--- src/fnpc_pkg.sv ---
// ----------------------------------------------------------------------------
// fnpc_pkg: shared types and tables for the name pack codec
// Symbol table of the 48-symbol prefix code, command codes, controller
// states and the command/status bundles between controller and datapath.
// ----------------------------------------------------------------------------
`default_nettype none

package fnpc_pkg;

  localparam int SymCount = 48;
  localparam int NameBits = 28;
  localparam int MaxChars = 7;

  // Symbol table, index 0..47
  localparam logic [7:0] SYM_TABLE [SymCount] = '{
    8'h20, "r", "t", "o", "e", "a", "n", "i",
    "s", "m", "c", "y", "l", "g", "f", "w",
    "d", "v", "p", "b", "h", "x", "u", "q",
    "0", "1", "2", "3", "4", "5", "6", "7",
    "8", "9", "j", "-", "k", ".", "z", "/",
    ";", ":", "!", "+", "@", "*", ",", "?"
  };

  // Code length classes
  localparam logic [2:0] LEN_SHORT = 3'd4;
  localparam logic [2:0] LEN_MID   = 3'd5;
  localparam logic [2:0] LEN_LONG  = 3'd7;

  typedef enum logic {
    CMD_ENCODE = 1'b0,
    CMD_DECODE = 1'b1
  } cmd_e_t;

  typedef enum logic {
    ST_IDLE   = 1'b0,
    ST_DECODE = 1'b1
  } state_t;

  // Controller to datapath
  typedef struct packed {
    logic enc_step;   // absorb one character
    logic dec_load;   // load a packed word
    logic dec_step;   // emit one decoded character
  } fnpc_cmd_t;

  // Datapath to controller
  typedef struct packed {
    logic out_free;   // output register can take a result this cycle
    logic word_zero;  // incoming packed word has no code bits
    logic dec_final;  // current decode step yields the last character
  } fnpc_stat_t;

  typedef struct packed {
    logic       hit;
    logic [5:0] idx;
  } sym_lookup_t;

  // Reverse lookup: character to symbol index
  function automatic sym_lookup_t sym_find(input logic [7:0] ch);
    sym_lookup_t r;
    r.hit = 1'b0;
    r.idx = '0;
    for (int k = 0; k < SymCount; k++) begin
      if (SYM_TABLE[k] == ch) begin
        r.hit = 1'b1;
        r.idx = 6'(k);
      end
    end
    return r;
  endfunction

  // Forward lookup: symbol index to character
  function automatic logic [7:0] sym_char(input logic [5:0] sym);
    logic [7:0] c;
    c = 8'h00;
    for (int k = 0; k < SymCount; k++) begin
      if (sym == 6'(k)) c = SYM_TABLE[k];
    end
    return c;
  endfunction

endpackage

`default_nettype wire

--- src/fnpc_ctrl.sv ---
// ----------------------------------------------------------------------------
// fnpc_ctrl: controller of the name pack codec
// Takes input transfers while idle and steps the decoder one character
// per free output slot.
// ----------------------------------------------------------------------------
`default_nettype none

module fnpc_ctrl (
  input  wire                  clk,
  input  wire                  rst,
  input  wire                  in_valid,
  input  wire                  in_cmd,
  output logic                 in_ready,
  input  fnpc_pkg::fnpc_stat_t stat,
  output fnpc_pkg::fnpc_cmd_t  cmd
);

  fnpc_pkg::state_t state, state_next;

  // State register
  always_ff @(posedge clk) begin
    if (rst) begin
      state <= fnpc_pkg::ST_IDLE;
    end else begin
      state <= state_next;
    end
  end

  // Next state and commands
  always_comb begin
    state_next   = state;
    in_ready     = 1'b0;
    cmd.enc_step = 1'b0;
    cmd.dec_load = 1'b0;
    cmd.dec_step = 1'b0;
    case (state)
      fnpc_pkg::ST_IDLE: begin
        in_ready = stat.out_free;
        if (in_valid && stat.out_free) begin
          if (in_cmd == fnpc_pkg::CMD_ENCODE) begin
            cmd.enc_step = 1'b1;
          end else begin
            cmd.dec_load = 1'b1;
            if (!stat.word_zero) state_next = fnpc_pkg::ST_DECODE;
          end
        end
      end
      fnpc_pkg::ST_DECODE: begin
        if (stat.out_free) begin
          cmd.dec_step = 1'b1;
          if (stat.dec_final) state_next = fnpc_pkg::ST_IDLE;
        end
      end
      default: state_next = fnpc_pkg::ST_IDLE;
    endcase
  end

endmodule

`default_nettype wire

--- src/fnpc_dp.sv ---
// ----------------------------------------------------------------------------
// fnpc_dp: datapath of the name pack codec
// Encode accumulator, decode shift register and the output register.
// ----------------------------------------------------------------------------
`default_nettype none

module fnpc_dp (
  input  wire                  clk,
  input  wire                  rst,
  input  fnpc_pkg::fnpc_cmd_t  cmd,
  output fnpc_pkg::fnpc_stat_t stat,
  input  wire  [7:0]           in_char,
  input  wire                  in_last,
  input  wire  [31:0]          in_word,
  input  wire                  out_ready,
  output logic                 out_valid,
  output logic [31:0]          packed_out,
  output logic [7:0]           char_out,
  output logic                 is_char,
  output logic                 last,
  output logic                 bad_char,
  output logic                 truncated
);

  // Encode state
  logic [27:0] acc, acc_next;
  logic [4:0]  rem, rem_next;
  logic        bad_flag, bad_next;
  logic        trunc_flag, trunc_next;

  // Decode state
  logic [31:0] coded, coded_next;
  logic [2:0]  count;

  fnpc_pkg::sym_lookup_t look;
  logic [2:0]  enc_len;
  logic [27:0] packed_name;

  logic [3:0]  nib;
  logic [5:0]  dec_sym;
  logic [2:0]  dec_len;
  logic        out_load;

  // Encode: code one character and append it if it fits
  always_comb begin
    look       = fnpc_pkg::sym_find(in_char);
    acc_next   = acc;
    rem_next   = rem;
    bad_next   = bad_flag;
    trunc_next = trunc_flag;
    if (look.idx > 6'd15) begin
      enc_len = fnpc_pkg::LEN_LONG;
    end else if (look.idx > 6'd7) begin
      enc_len = fnpc_pkg::LEN_MID;
    end else begin
      enc_len = fnpc_pkg::LEN_SHORT;
    end
    if (!look.hit) begin
      bad_next = 1'b1;
    end else if (trunc_flag || ({2'b00, enc_len} > rem)) begin
      trunc_next = 1'b1;
    end else begin
      rem_next = rem - {2'b00, enc_len};
      case (enc_len)
        fnpc_pkg::LEN_SHORT: acc_next = {acc[23:0], look.idx[3:0]};
        fnpc_pkg::LEN_MID:   acc_next = {acc[22:0], 2'b10, look.idx[2:0]};
        default:             acc_next = {acc[20:0], 2'b11, look.idx[4:0] - 5'd16};
      endcase
    end
    packed_name = acc_next << rem_next;
  end

  // Decode: one symbol from the top of the shift register
  always_comb begin
    nib = coded[31:28];
    if (!nib[3]) begin
      dec_sym = {3'b000, nib[2:0]};
      dec_len = fnpc_pkg::LEN_SHORT;
    end else if (!nib[2]) begin
      dec_sym = {3'b001, nib[1:0], coded[27]};
      dec_len = fnpc_pkg::LEN_MID;
    end else begin
      dec_sym = {3'(nib - 4'd10), coded[27:25]};
      dec_len = fnpc_pkg::LEN_LONG;
    end
    coded_next = coded << dec_len;
  end

  // Status to the controller
  always_comb begin
    stat.out_free  = !out_valid || out_ready;
    stat.word_zero = (in_word[31:4] == 28'd0);
    stat.dec_final = (coded_next == 32'd0) || (count == 3'(fnpc_pkg::MaxChars - 1));
  end

  assign out_load = (cmd.enc_step && in_last) || (cmd.dec_load && stat.word_zero)
                    || cmd.dec_step;

  // Encode state registers
  always_ff @(posedge clk) begin
    if (rst) begin
      acc        <= '0;
      rem        <= 5'(fnpc_pkg::NameBits);
      bad_flag   <= 1'b0;
      trunc_flag <= 1'b0;
    end else if (cmd.enc_step) begin
      if (in_last) begin
        acc        <= '0;
        rem        <= 5'(fnpc_pkg::NameBits);
        bad_flag   <= 1'b0;
        trunc_flag <= 1'b0;
      end else begin
        acc        <= acc_next;
        rem        <= rem_next;
        bad_flag   <= bad_next;
        trunc_flag <= trunc_next;
      end
    end
  end

  // Decode shift register and character count
  always_ff @(posedge clk) begin
    if (cmd.dec_load) begin
      coded <= {in_word[31:4], 4'b0000};
      count <= '0;
    end else if (cmd.dec_step) begin
      coded <= coded_next;
      count <= count + 3'd1;
    end
  end

  // Output valid
  always_ff @(posedge clk) begin
    if (rst) begin
      out_valid <= 1'b0;
    end else if (out_load) begin
      out_valid <= 1'b1;
    end else if (out_ready) begin
      out_valid <= 1'b0;
    end
  end

  // Output payload
  always_ff @(posedge clk) begin
    if (out_load) begin
      packed_out <= '0;
      char_out   <= '0;
      is_char    <= 1'b0;
      last       <= 1'b1;
      bad_char   <= 1'b0;
      truncated  <= 1'b0;
      if (cmd.enc_step) begin
        packed_out <= {packed_name, 4'b0000};
        bad_char   <= bad_next;
        truncated  <= trunc_next;
      end else if (cmd.dec_step) begin
        char_out <= fnpc_pkg::sym_char(dec_sym);
        is_char  <= 1'b1;
        last     <= stat.dec_final;
      end
    end
  end

endmodule

`default_nettype wire

--- src/forth_name_pack_codec_top.sv ---
// ----------------------------------------------------------------------------
// forth_name_pack_codec_top: word name pack/unpack codec
// Packs names into 28 code bits with the 48-symbol prefix code and unpacks
// packed words back into characters.
// ----------------------------------------------------------------------------
// Usage:
//   Input stream: tuser selects encode (0) or decode (1). An encode transfer
//   carries one character in tdata[7:0], tlast on the final character of the
//   name. A decode transfer carries the packed word in tdata[39:8].
//   Encode takes one character per cycle while the output register is free;
//   the packed word (with bad_char and truncated flags) is registered when the
//   final character is taken. Decode: a word with no code bits (tdata[39:12]
//   zero) gives one empty result the next cycle. Otherwise the word is loaded
//   into the decode shift register, which then emits one character per cycle
//   while the output is free, up to seven, tlast on the final one; the input
//   channel is held until the last character is emitted.
//   A single output register parts the channels: the next input is taken
//   when that register is empty or its result is taken in the same cycle.
//   Reset clears the pending name, flags, controller state and output valid.
//   When the receiver stalls, the result holds and input is back-pressured.
// ----------------------------------------------------------------------------
`default_nettype none

module forth_name_pack_codec_top (
  input  wire         clk,
  input  wire         rst,
  input  wire         s_axis_tvalid,
  output logic        s_axis_tready,
  input  wire  [39:0] s_axis_tdata,   // char_code[7:0], packed_word[39:8]
  input  wire         s_axis_tlast,
  input  wire         s_axis_tuser,   // cmd
  output logic        m_axis_tvalid,
  input  wire         m_axis_tready,
  output logic [47:0] m_axis_tdata,   // packed_out[31:0], char_out[39:32],
                                      // bad_char[40], truncated[41], zero
  output logic        m_axis_tlast,
  output logic        m_axis_tuser    // is_char
);

  fnpc_pkg::fnpc_cmd_t  cmd;
  fnpc_pkg::fnpc_stat_t stat;

  logic [31:0] packed_out;
  logic [7:0]  char_out;
  logic        bad_char;
  logic        truncated;

  fnpc_ctrl u_ctrl (
    .clk      (clk),
    .rst      (rst),
    .in_valid (s_axis_tvalid),
    .in_cmd   (s_axis_tuser),
    .in_ready (s_axis_tready),
    .stat     (stat),
    .cmd      (cmd)
  );

  fnpc_dp u_dp (
    .clk        (clk),
    .rst        (rst),
    .cmd        (cmd),
    .stat       (stat),
    .in_char    (s_axis_tdata[7:0]),
    .in_last    (s_axis_tlast),
    .in_word    (s_axis_tdata[39:8]),
    .out_ready  (m_axis_tready),
    .out_valid  (m_axis_tvalid),
    .packed_out (packed_out),
    .char_out   (char_out),
    .is_char    (m_axis_tuser),
    .last       (m_axis_tlast),
    .bad_char   (bad_char),
    .truncated  (truncated)
  );

  // Result packing
  assign m_axis_tdata = {6'b000000, truncated, bad_char, char_out, packed_out};

endmodule

`default_nettype wire
--- config.mk ---
export PLATFORM = sky130hd
export DESIGN_NAME = forth_name_pack_codec_top
export DESIGN_NICKNAME = d
export VERILOG_FILES = /design/src/fnpc_pkg.sv /design/src/fnpc_ctrl.sv /design/src/fnpc_dp.sv /design/src/forth_name_pack_codec_top.sv
export SDC_FILE = /design/constraint.sdc
export NUM_CORES = 1
export LEC_CHECK = 0
export BUFFER_PORTS_ARGS = -buffer_cell sky130_fd_sc_hd__buf_4
export CORE_MARGIN = 3
export CORE_UTILIZATION = 40
export CTS_CLUSTER_SIZE = 12
export DETAILED_ROUTE_END_ITERATION = 10
export PLACE_DENSITY_LB_ADDON = 0.05
export SLEW_MARGIN = 20
export SYNTH_ARGS = -nofsm -noshare
export SYNTH_HDL_FRONTEND = slang
export SYNTH_SLANG_ARGS = --single-unit
--- constraint.sdc ---
create_clock -name clk -period 7.3 [get_ports clk]
set_input_delay 1.46 -clock clk [delete_from_list [all_inputs] [get_ports clk]]
set_output_delay 1.46 -clock clk [all_outputs]
set_load 0.01 [all_outputs]
==> flow_summary.yaml <==
run_status:
  status: "finished clean"
critical_path:
  end_kind: "flip-flop"
  worstPathArrival_ns: 6.59
  path_class: "in2reg"
  path_cells: "buf_4, or4b_2, o22ai_1, a41o_1, or4_4, inv_1, ha_1, nor2b_1, o21ai_0, a21o_1, a21oi_2, buf_4, buf_4, nor2_1, a221oi_1, mux2i_1, mux2i_1, o221ai_1"
  critPathLaunchType: "primary input"
  cpMostUsedCell: "buf_4"
  critical_path_peak_fanout: 24
  critPathRequiredTime_ns: 7.40
  slowest_delay_ns: 0.72
  critPathSlowestCell: "or4b_2"
clock_tree:
  cts_made_buffers: 9
  cts_tree: "yes"
  cts_buffer_depth: 2
  cts_setup_buffers: 0
  htreeDepth: 3
  cts_hold_buf: 0
  path_clk_slew_ns: 0.08
  clock_latency_ns: 0.36
  clockRootBuffer: "clkbuf_16"
  clock_sinks: 107
  ctsResizeCount: 0
logic_synthesis:
  synthCells: 1104
  avgSynthCellArea_um2: 8.14
  synth.cell_area_um2: 8980
  synth-seq-area-share_pct: 31.3
  ys_types: 97
  synthArstFlopShare_pct: 0
  synth_area_leaders: "edfxtp_1, dfxtp_1, mux2i_1"
  synth_edf_count: 67
  synth_warnings: 0
  synth_flop_cell: "edfxtp_1"
  synth_top_area_cell: "edfxtp_1"
  synth_top_area_share_pct: 22.4
  synth_seq_cells: 107
timing:
  fin_crit_ns: 6.49
  relSlewSlack_pct: 27.7
  holdWs_ns: 0.499
  setup_viol: 0
  finalSetupTns_ns: 0
  timing.fmax_mhz: 154
  worst_slack_ns: 0.811
  rsz0062_at_grt: "false"
  layout_worst_path_cycle_share_pct: 88.9
  hold_viol: 0
  worst_slew_pin_slew_ns: 1.07
  finClkSkew_ns: 0.00822
  slew_violations: 0
detailed_routing:
  wl_per_cell_um: 20.2
  wirelength_um: 28500
  drc_errors: 0
  via_per_inst: 6.31
  antenna_left: 0
  drtIter0Drc: 956
  num_vias: 8895
  drtPass1Iterations: 6
global_route:
  grt_overflow_total: 0
  antenna_found_initial: 0
  grt_pass1_vias: 7941
  grt_max_degree: 51
  grt_pass1_wl_um: 45600
  grt_usage_pct: 23.1
pwr:
  intPower_mw: 1.17
  p_clk_share_pct: 31.4
  powerDensity_nw_per_um2: 175
  switching_share_pct: 33.5
  power_frac_seq_pct: 41.1
  comb_power_share_pct: 27.5
  switchingPower_mw: 0.589
  finalPower_mw: 1.76
  irDropWorstVdd_mv: 0.0895
  p_leak_nw: 3.65
die:
  design.core.area_um2: 22000
  initial_core_util_pct: 40.9
  fp-row-count: 54
  dieHeight_um: 156
  ios: 98
  die_w_um: 156
  dieArea_um2: 24300
place:
  place_ws_ns: 0.645
  gp_congestion: 0.887
  dp.final_hpwl_um: 20600
  port_buffers: 82
cells_and_area:
  final_cell_mix: "nor2_1, buf_4, nand2_1"
  finish.utilization_pct: 45.7
  nFillCells: 2208
  nNetsFinal: 1176
  final_common_cell: "nor2_1"
  num_antenna_cells: 0
  area_delta_synth_final_pct: 11.7
  drive_above_1_share_pct: 15.3
worst_hold_path:
  min_path_type: "reg2reg"
job:
  drv_cap: 0
[worst paths after layout]
kind / from / endpoint / slack (ns) / depth (start not counted)
setup / recovery: s_axis_tdata[4] / u_dp.packed_out[23] / 0.81 / 18
setup reg to reg: u_dp.rem[0] / u_dp.packed_out[23] / 2.98 / 14
hold reg to reg: u_ctrl.state / u_ctrl.state / 0.50 / 2
hold / removal: u_ctrl.state / u_ctrl.state / 0.50 / 2
[power groups by stage]
stage	Clock, mW	Sequential [mW]	Combinational, mW
floorplan	0	0.730	0.339
global placement	0	0.736	0.476
detailed placement	0	0.737	0.475
CTS	0.566	0.723	0.477
global route	0.589	0.729	0.530
finish	0.552	0.723	0.483
[per-layer routing]
layer,routed length (um),GRT usage (%)
met4,417,5.38
met1,14100,36.4
met3,1830,3.05
met5,0,0
met2,12100,33.2
[cell usage after synthesis (13+ instances only)]
cell type	n
a211oi_1	16
a21oi_1	67
a22oi_1	48
a31oi_1	16
buf_2	16
buf_4	19
clkbuf_1	67
dfxtp_1	40
edfxtp_1	67
inv_1	18
mux2_2	15
mux2i_1	54
nand2_1	105
nand3_1	45
nand4_1	13
nor2_1	122
nor2b_1	16
nor3_1	27
nor4_1	17
o211ai_1	17
o21ai_0	49
o22ai_1	19
[cell type report]
type	instances	area, um^2	share of cell area [%]
clock inverters	7	104	1.04
clock buffers	9	225	2.25
multi-input cells	874	5610	56.0
flip-flops and latches	107	2810	28.0
inverters	20	75.1	0.749
repair buffers	113	848	8.46
well taps	280	350	3.49
[cell families (layout without fill, tap and decap cells)]
| kind of cell | after synthesis | after routing | share of synthesized area [%] |
|---|---|---|---|
| and+or+nand+nor | 418 | 418 | 23.1 |
| other | 1 | 11 | 0.0417 |
| DFF | 107 | 107 | 31.3 |
| xor gates and xnor gates | 13 | 13 | 1.35 |
| buffers and inverters | 133 | 149 | 7.08 |
| AOI/OAI and AO/OA | 356 | 356 | 28.0 |
| adders and majority gates | 6 | 6 | 0.892 |
| muxes | 70 | 70 | 8.15 |
[critical path, delay by kind of cell]
family	cells	cell delay, ns
AOI/OAI and AO/OA	7	2.23
muxes	2	0.50
buffers and inverters	4	0.81
adders and majority gates	1	0.28
and+or+nand+nor	4	1.27
[state kept, by name, indices dropped and copies added (netlist names)]
name / flops
u_dp.rem: 5
u_dp.is_char: 1
u_dp.out_valid: 1
u_dp.coded: 28
u_dp.truncated: 1
u_dp.trunc_flag: 1
u_dp.char_out: 7
u_ctrl.state: 1
u_dp.packed_out: 28
u_dp.bad_flag: 1
u_dp.acc: 28
u_dp.count: 3
u_dp.last: 1
u_dp.bad_char: 1
[per-stage QoR]
step | area (um^2) | instances
6_report | 10000 | 1410
2_1_floorplan | 9020 | 1114
5_1_grt | 10000 | 1410
3_5_place_dp | 9700 | 1394
3_3_place_gp | 9700 | 1394
4_1_cts | 10000 | 1410
Note: power is estimated with default switching activity, not from simulation.
